`config.mk`:
```
export PLATFORM = sky130hd
export DESIGN_NAME = derl_ram
export DESIGN_NICKNAME = d
export VERILOG_FILES = /design/src/hw/rtl/derl_ram.sv
export SDC_FILE = /design/constraint.sdc
export NUM_CORES = 1
export LEC_CHECK = 0
export BUFFER_PORTS_ARGS = -buffer_cell sky130_fd_sc_hd__buf_2
export CORE_MARGIN = 1
export CORE_UTILIZATION = 35
export CTS_BUF_LIST = sky130_fd_sc_hd__clkbuf_2
export DETAILED_ROUTE_END_ITERATION = 16
export PLACE_DENSITY = 0.64
export SYNTH_ARGS = -nofsm -noshare
export SYNTH_HDL_FRONTEND = slang
export SYNTH_SLANG_ARGS = --single-unit
export TNS_END_PERCENT = 100
```
`constraint.sdc`:
```
create_clock -name clk -period 1.7 [get_ports clk]
set_clock_uncertainty 0.05 [all_clocks]
set_input_delay 0.085 -clock clk [delete_from_list [all_inputs] [get_ports clk]]
set_output_delay 0.085 -clock clk [all_outputs]
set_load 0.01 [all_outputs]
```
`src/hw/rtl/derl_ram.sv`:
```
// Generic single-port-write, single-port-read RAM with registered read data.
module derl_ram #(
  parameter int WIDTH = 8,
  parameter int DEPTH = 16
) (
  input  logic                     clk,
  input  logic                     wr_en,
  input  logic [$clog2(DEPTH)-1:0] wr_addr,
  input  logic [WIDTH-1:0]         wr_data,
  input  logic [$clog2(DEPTH)-1:0] rd_addr,
  output logic [WIDTH-1:0]         rd_data
);

  logic [WIDTH-1:0] mem [DEPTH];

  // Write port
  always_ff @(posedge clk) begin
    if (wr_en) mem[wr_addr] <= wr_data;
  end

  // Registered read port
  always_ff @(posedge clk) begin
    rd_data <= mem[rd_addr];
  end

endmodule

```
==> out/results.txt, run 1 <==
outcome - complete, no violations
num rows - 43
max cap viols - 0
initial antenna violation count - 0
First-pass DRT Iterations - 5
GP Congestion - 0.752
filler cell count in the final layout - 1234
drt drc - 0
Hold Path Cell Cnt - 4
Int Pwr - 4.79 mW
Seq/Total Area, Yosys - 0.778
met3 Usage GRT - 0.0466
R2R cell count - 3
Cell Area, Placed - 0.00566 mm²
Sw Pwr - 1.47 mW
GRT met2 Usage - 0.236
CTS max path bufs - 2
actual slew at the worst max-slew pin - 448 ps
CP max FO - 8
crit path kind - input port to register
WL/cell - 20.4 µm
die area - 0.0152 mm²
Critical Path Start Type - input port
Worst Setup Slack, final - 79.2 ps
Boundary Pins - 26
synth warn - 0
final core occ - 0.438
Setup crit end kind - register
Area Overhead vs Synth - 19.8%
final worst path period need - 1620 ps
cell area power density - 1020 mW/mm²
Port Buf Inserts - 25
Global Route Usage Sum - 0.154
syn_area_per_cell - 22.5 µm²
# nets final - 332
CTS Sinks - 136
Post-Layout Inst Area - 0.00617 mm²
# diodes - 0
clk_lat worst skew - 670 ps
ANT nets after route - 0
cts repair resizes - 0
Final HPWL DP - 6490 µm
Critical Path AT - 1950 ps
Initial Utilization - 0.365
GR Util met1 - 0.211
sequential share of power - 0.601
die width - 123 µm
CORE AREA - 0.0141 mm²
final non-filler cell total - 507
CP Launch Point - wr_addr[2]
Post-Syn Area - 0.00515 mm²
Design Power - 6.26 mW
WHS - 96.2 ps
Clock Tree Root - clkbuf_2
Fin. Hold Viols - 0
proportion of power drawn by the clock network - 0.334
Max Slew Vio Count - 0
Synth cell types - 19
final setup vio count - 0
setup_tns - 0 ps
Fmax achieved - 617 MHz
peak supply drop - 1010 µV
Max-slew headroom - 0.702
P_leak - 2.11 nW
via density per instance - 5.07
R2R Path Start - mem[6][2]$_DFFE_PP_
CTS H-tree depth - 4
layout cells sized above 1 - 0.318
RSZ-0062 raised after global routing - false
switch share - 0.235
total grt overflow - 0
number of global-route vias before repair - 2763
Comb pwr share - 0.065
Clock transition at path regs - 220 ps
CTS Buf Count - 17
Synthesized Nets - 247
Mapped Cells - 229
final worst path period share - 0.953
most frequent cells in the layout - 128 x edfxtp_1, 25 x buf_2, 25 x buf_4
first-pass GRT wire length - 16000 µm
R2R Setup Slk - 240 ps
iteration-0 DRC count of the detailed router - 229
largest net degree at the start of global routing - 33
Hold Path Class - input port to register
total number of vias - 2568
cell count after placement - 452
hold wc startpoint - wr_addr[2]
Worst R2R End - rd_data[2]$_DFF_P_
most common cell after layout, fill and taps aside - edfxtp_1
pre-CTS setup slack - 74.4 ps
CTS tree - built
routed wire length - 10400 µm
Chip Height - 123 µm
hold endpoint - mem[8][4]$_DFFE_PP_
Req. time, crit path - 2030 ps
Seq cells post-synth - 136
GRT Max-Usage Layer - met2
[logic make-up (layout without fill, tap and decap cells)]
family	count (synthesis)	in the layout	synth area share
flops	136	136	0.778
buf+inv	10	108	0.0168
simple gates	35	35	0.0318
compound gates	16	16	0.0233
mux	32	32	0.150
[how the worst max path moves through the flow]
stage	end	cells after the start	slack [ps]
floorplan	mem[0][0]$_DFFE_PP_	2	70
global placement	rd_data[4]$_DFF_P_	5	100
detailed placement	rd_data[4]$_DFF_P_	5	70
CTS	rd_data[4]$_DFF_P_	3	250
global route	mem[12][3]$_DFFE_PP_	6	110
finish	mem[12][3]$_DFFE_PP_	6	80
[flip-flops by register name, indices dropped and copies added, names as in the netlist]
name	flops
mem	128
rd_data	8
[final cells by class]
class | count | area (µm²) | share of cell area
clock buffers | 17 | 85.1 | 0.0138
well taps | 180 | 225 | 0.0365
multi-input cells | 83 | 1060 | 0.171
flip-flops and latches | 136 | 4000 | 0.649
repair buffers | 76 | 603 | 0.0978
clock inverters | 15 | 193 | 0.0312
[power by group through the flow]
stage,clock network (mW),logic (mW),registers [mW]
6_report,2.09,0.408,3.77
5_1_grt,2.30,0.445,3.77
4_1_cts,2.13,0.408,3.77
3_5_place_dp,0,0.375,3.84
3_3_place_gp,0,0.367,3.84
2_1_floorplan,0,0.190,3.84
[critical path: stages]
cell and delay [ps]:
buf_2 100, dlygate4sd3_1 580, nand3_1 130, dlygate4sd3_1 640, nor3_1 170, buf_4 250
[cell usage after synthesis]
master / n / area, µm²
edfxtp_1: 128 / 3840
mux4_2: 18 / 405
a22oi_1: 16 / 120
mux4_1: 14 / 368
nor2_1: 13 / 48.8
nand2_1: 9 / 33.8
dfxtp_1: 8 / 160
nor3_1: 4 / 20.0
buf_2: 3 / 15.0
buf_6: 3 / 33.8
clkdlybuf4s25_2: 3 / 30.0
nand2b_1: 2 / 12.5
nand3b_1: 2 / 15.0
and2_1: 1 / 6.26
and2b_1: 1 / 7.51
buf_4: 1 / 7.51
nand3_1: 1 / 5.00
nor2b_1: 1 / 6.26
or3b_2: 1 / 8.76
[layer usage]
| metal | vias up | part of all wire |
|---|---|---|
| li1 | 1148 | - |
| met1 | 1302 | 0.45 |
| met2 | 107 | 0.47 |
| met5 | - | 0 |
| met3 | 11 | 0.073 |
| met4 | 0 | 0.014 |
[what timing repair did]
action,4_1_cts,5_1_grt
hold buffers,20,3
setup buffers,0,0
hold endpoints to repair,224,14
(Power assumes the default switching activity.)
==> inputs of run 2 (changes only) <==
--- a/config.mk
+++ b/config.mk
@@ -8,7 +8,7 @@
 export BUFFER_PORTS_ARGS = -buffer_cell sky130_fd_sc_hd__buf_2
 export CORE_MARGIN = 1
 export CORE_UTILIZATION = 35
-export CTS_BUF_LIST = sky130_fd_sc_hd__clkbuf_2
+export CTS_BUF_LIST = sky130_fd_sc_hd__clkbuf_8 sky130_fd_sc_hd__clkbuf_16
 export DETAILED_ROUTE_END_ITERATION = 16
 export PLACE_DENSITY = 0.64
 export SYNTH_ARGS = -nofsm -noshare
==> run 2 against run 1 <==
  * Cell count down 4.3%
  * Highest routed layer unchanged
  * Register-to-register slack is essentially flat
  * Critical endpoint is now rd_data[4]$_DFF_P_
  * Utilization is 0.85 points higher
  * Power up 26%
==> out/results.txt, run 2 (synthesis gave the netlist of run 1 again) <==
Critical Path Start Type - register
largest net degree at the start of global routing - 33
Setup crit end kind - register
max cap viols - 0
outcome - complete, no violations
first-pass GRT wire length - 15600 µm
R2R Path Start - mem[8][4]$_DFFE_PP_
CTS Buf Count - 17
Chip Height - 123 µm
crit path kind - register to register
Area Overhead vs Synth - 22.1%
CTS H-tree depth - 4
num rows - 43
iteration-0 DRC count of the detailed router - 231
final worst path period share - 0.854
layout cells sized above 1 - 0.341
final setup vio count - 0
Hold Path Cell Cnt - 1
CTS Sinks - 136
ANT nets after route - 0
setup_tns - 0 ps
R2R cell count - 3
via density per instance - 5.18
Hold Path Class - input port to register
Max Slew Vio Count - 0
Critical Path AT - 1680 ps
hold wc startpoint - wr_data[3]
Port Buf Inserts - 25
RSZ-0062 raised after global routing - false
Max-slew headroom - 0.706
peak supply drop - 907 µV
most common cell after layout, fill and taps aside - edfxtp_1
P_leak - 2.16 nW
Initial Utilization - 0.365
Clock transition at path regs - 60 ps
CORE AREA - 0.0141 mm²
Req. time, crit path - 1930 ps
final worst path period need - 1450 ps
WL/cell - 20.8 µm
routed wire length - 10100 µm
biggest regs - mem x128, rd_data x8
Fin. Hold Viols - 0
drt drc - 0
hold endpoint - mem[15][3]$_DFFE_PP_
CP max FO - 1
total number of vias - 2514
most frequent cells in the layout - 128 x edfxtp_1, 25 x buf_2, 25 x buf_4
First-pass DRT Iterations - 5
Fmax achieved - 689 MHz
CTS tree - built
Global Route Usage Sum - 0.151
Boundary Pins - 26
Worst R2R End - rd_data[4]$_DFF_P_
Design Power - 7.90 mW
filler cell count in the final layout - 1215
GP Congestion - 0.752
initial antenna violation count - 0
number of global-route vias before repair - 2605
die area - 0.0152 mm²
die width - 123 µm
largest reg by FF count - mem
R2R Setup Slk - 250 ps
max reg flops - 128
# diodes - 0
Final HPWL DP - 6490 µm
total grt overflow - 0
CTS max path bufs - 2
Clock Tree Root - clkbuf_16
clk_lat worst skew - 410 ps
cell area power density - 1260 mW/mm²
# nets final - 310
actual slew at the worst max-slew pin - 441 ps
run 2: changes by cell type in the layout (fill, tap and decap cells not counted), sizes merged:
cell | previous run | this run
dlygate4sd3 | 23 | 1
run 2: worst max path at each step:
stage / endpoint / start / cells past startpoint
after global routing: rd_data[2]$_DFF_P_ / mem[5][2]$_DFFE_PP_ / 3
after floorplan: mem[0][0]$_DFFE_PP_ / wr_addr[2] / 2
after global placement: rd_data[4]$_DFF_P_ / rd_addr[0] / 5
final: rd_data[4]$_DFF_P_ / mem[8][4]$_DFFE_PP_ / 3
after CTS: rd_data[2]$_DFF_P_ / mem[5][2]$_DFFE_PP_ / 3
after detailed placement: rd_data[4]$_DFF_P_ / rd_addr[0] / 5
run 2: stage by stage:
step | instance area (µm²) | hold WS, ps | utilization | setup WS [ps] | std cells
6_report | 6290 | 12.6 | 0.446 | 248 | 485
5_1_grt | 6290 | 16.2 | 0.446 | 187 | 485
4_1_cts | 6290 | 3.36 | 0.446 | 264 | 485
3_5_place_dp | 5660 | 440 | 0.401 | 74.4 | 452
3_3_place_gp | 5660 | 430 | 0.401 | 103 | 452
2_1_floorplan | 5150 | 134 | - | 72.1 | 229
run 2: routing by layer:
layer | up-vias | global-route usage | routed length [µm]
met4 | 0 | 0.0407 | 101
met2 | 92 | 0.226 | 4690
met5 | - | 0 | 0
met1 | 1306 | 0.212 | 4660
met3 | 14 | 0.0480 | 645
li1 | 1102 | - | -
run 2: layout make-up:
class | instances | area (µm²) | share of cell area
clock buffer | 17 | 425 | 0.0677
clock inverter | 15 | 193 | 0.0306
multi-input combinational | 83 | 1060 | 0.168
sequential | 136 | 4000 | 0.637
tap | 180 | 225 | 0.0358
timing repair buffer | 54 | 383 | 0.0609
run 2: worst max-delay path, stage by stage (launching register included):
cell and delay, ps:
edfxtp_1 370, mux4_1 500, a22oi_1 280, nand2_1 120
run 2: power breakdown:
group	internal [mW]	total (mW)	leakage [nW]	switching (mW)
clock	2.34	3.76	0.295	1.42
sequential	3.75	3.77	1.22	0.0220
combinational	0.163	0.371	0.637	0.208
run 2: what timing repair did:
| item | CTS | global route |
|---|---|---|
| resized for setup | 0 | 0 |
| hold buffers | 1 | 0 |
| buffers inserted | 0 | 0 |
| hold endpoints to repair | 7 | 0 |
| setup endpoints to repair | 0 | 0 |
==> inputs of run 3 (changes only) <==
--- a/config.mk
+++ b/config.mk
@@ -8,7 +8,7 @@
 export BUFFER_PORTS_ARGS = -buffer_cell sky130_fd_sc_hd__buf_2
 export CORE_MARGIN = 1
 export CORE_UTILIZATION = 35
-export CTS_BUF_LIST = sky130_fd_sc_hd__clkbuf_8 sky130_fd_sc_hd__clkbuf_16
+export CTS_BUF_LIST = sky130_fd_sc_hd__clkbuf_16
 export DETAILED_ROUTE_END_ITERATION = 16
 export PLACE_DENSITY = 0.64
 export SYNTH_ARGS = -nofsm -noshare
==> constraint.sdc (replaced) <==
create_clock -name clk -period 1.7 [get_ports clk]
set_clock_uncertainty 0.05 [all_clocks]
set_input_delay 0.255 -clock clk [delete_from_list [all_inputs] [get_ports clk]]
set_output_delay 0.255 -clock clk [all_outputs]
set_load 0.01 [all_outputs]
==> run 3 against run 2 <==
  * First-iteration DRC count shrank 34%
  * Sequential power is essentially flat
  * Flip-flop and latch count unchanged
  * Sequential share of layout area fell by 0.60 points
  * Global-route usage down 0.055 points
  * Die area unchanged
  * Non-clock buffer count rose by 4
  * Design area increased by 0.96%
  * Power up 3.9%
  * Combinational power about the same
  * Via count fell by 0.91%
  * Maximum frequency rose by 1.6%
  * Critical path type unchanged
==> out/results.txt, run 3 (synthesis gave the netlist of run 1 again) <==
Clock transition at path regs - 60 ps
filler cell count in the final layout - 1208
actual slew at the worst max-slew pin - 828 ps
first-pass GRT wire length - 15400 µm
Clock Tree Root - clkbuf_16
R2R Setup Slk - 270 ps
largest net degree at the start of global routing - 17
proportion of power drawn by the clock network - 0.495
Fin. Hold Viols - 0
Max-slew headroom - 0.446
initial antenna violation count - 1
R2R cell count - 4
switch share - 0.190
Req. time, crit path - 1950 ps
total number of vias - 2491
CTS max path bufs - 2
P_leak - 2.19 nW
peak supply drop - 1110 µV
die area - 0.0152 mm²
Hold Path Cell Cnt - 1
total grt overflow - 0
WHS - 171 ps
outcome - complete, no violations
# diodes - 0
Max Slew Vio Count - 0
Int Pwr - 6.65 mW
number of global-route vias before repair - 2600
drt drc - 0
clk_lat worst skew - 410 ps
max reg flops - 128
Worst R2R End - rd_data[4]$_DFF_P_
GP Congestion - 0.786
Critical Path AT - 1680 ps
most frequent cells in the layout - 128 x edfxtp_1, 31 x buf_4, 25 x buf_2
Sw Pwr - 1.56 mW
CORE AREA - 0.0141 mm²
hold wc startpoint - wr_data[1]
cell area power density - 1290 mW/mm²
iteration-0 DRC count of the detailed router - 153
slowest cell on the critical path - mux4_2
CTS tree - built
final worst path period need - 1430 ps
WL/cell - 20.4 µm
RSZ-0062 raised after global routing - false
First-pass DRT Iterations - 4
routed wire length - 9980 µm
max cap viols - 0
Port Buf Inserts - 25
biggest regs - mem x128, rd_data x8
R2R Path Start - mem[2][4]$_DFFE_PP_
final worst path period share - 0.841
cts repair resizes - 0
Chip Height - 123 µm
CTS H-tree depth - 4
Setup crit end kind - register
via density per instance - 5.09
Initial Utilization - 0.365
Area Overhead vs Synth - 23.3%
# nets final - 314
hold endpoint - mem[7][1]$_DFFE_PP_
num rows - 43
layout cells sized above 1 - 0.340
final core occ - 0.450
CP Cell Sequence - mux4_2, a22oi_1, buf_4, nand2_1
Final HPWL DP - 6520 µm
final setup vio count - 0
sequential share of power - 0.460
Boundary Pins - 26
Critical Path Start Type - register
hold_buf cts - 0
Hold Path Class - input port to register
die width - 123 µm
Fmax achieved - 700 MHz
crit-path max cell delay - 460 ps
most common cell after layout, fill and taps aside - edfxtp_1
ANT nets after route - 0
CP max FO - 1
CTS Sinks - 136
crit path kind - register to register
Global Route Usage Sum - 0.150
CTS Buf Count - 17
largest reg by FF count - mem
post-CTS setup buffer count - 0
Comb pwr share - 0.045
run 3: how the worst max path moves through the flow:
stage,start,end,slack [ps],depth (start not counted)
after floorplan,wr_addr[2],mem[3][0]$_DFFE_PP_,130,2
final,mem[2][4]$_DFFE_PP_,rd_data[4]$_DFF_P_,270,4
after CTS,mem[2][4]$_DFFE_PP_,rd_data[4]$_DFF_P_,250,4
after global placement,rd_addr[0],rd_data[3]$_DFF_P_,-30,6
after detailed placement,rd_addr[0],rd_data[5]$_DFF_P_,-30,5
after global routing,mem[3][4]$_DFFE_PP_,rd_data[4]$_DFF_P_,220,4
run 3: through the flow:
step / instance area, µm² / TNS, ps / setup slack, ps / total power, mW / std cells
finish: 6350 / 0 / 270 / 8.21 / 489
global route: 6350 / 0 / 221 / 8.44 / 489
CTS: 6350 / 0 / 252 / 8.28 / 489
detailed placement: 5690 / -54.3 / -28.5 / 4.22 / 457
global placement: 5690 / -45.8 / -31.2 / 4.21 / 457
floorplan: 5150 / 0 / 129 / 4.04 / 229
run 3: power groups by stage:
stage / logic [mW] / registers [mW] / clock network [mW]
6_report: 0.372 / 3.77 / 4.06
5_1_grt: 0.409 / 3.78 / 4.25
4_1_cts: 0.379 / 3.77 / 4.13
3_5_place_dp: 0.378 / 3.84 / 0
3_3_place_gp: 0.369 / 3.84 / 0
2_1_floorplan: 0.191 / 3.84 / 0
run 3: layer usage:
metal  GRT usage  part of all wire
met5           0                 0
met4      0.0678             0.016
met3      0.0420             0.056
met2       0.224              0.46
met1       0.205              0.46
run 3: cell type report:
type	count	area (µm²)	share of cell area
clock buffer	17	425	0.0670
clock inverter	15	233	0.0367
multi-input combinational	83	1060	0.167
sequential	136	4000	0.631
tap	180	225	0.0355
timing repair buffer	58	398	0.0627
run 3: worst max-delay path: cells and delay by family, from the launching register on:
kind,cells,cell delay (ps)
AO/OA/AOI/OAI,1,230
buffers and inverters,1,160
flip-flops,1,370
multiplexers,1,460
AND/OR/NAND/NOR,1,50
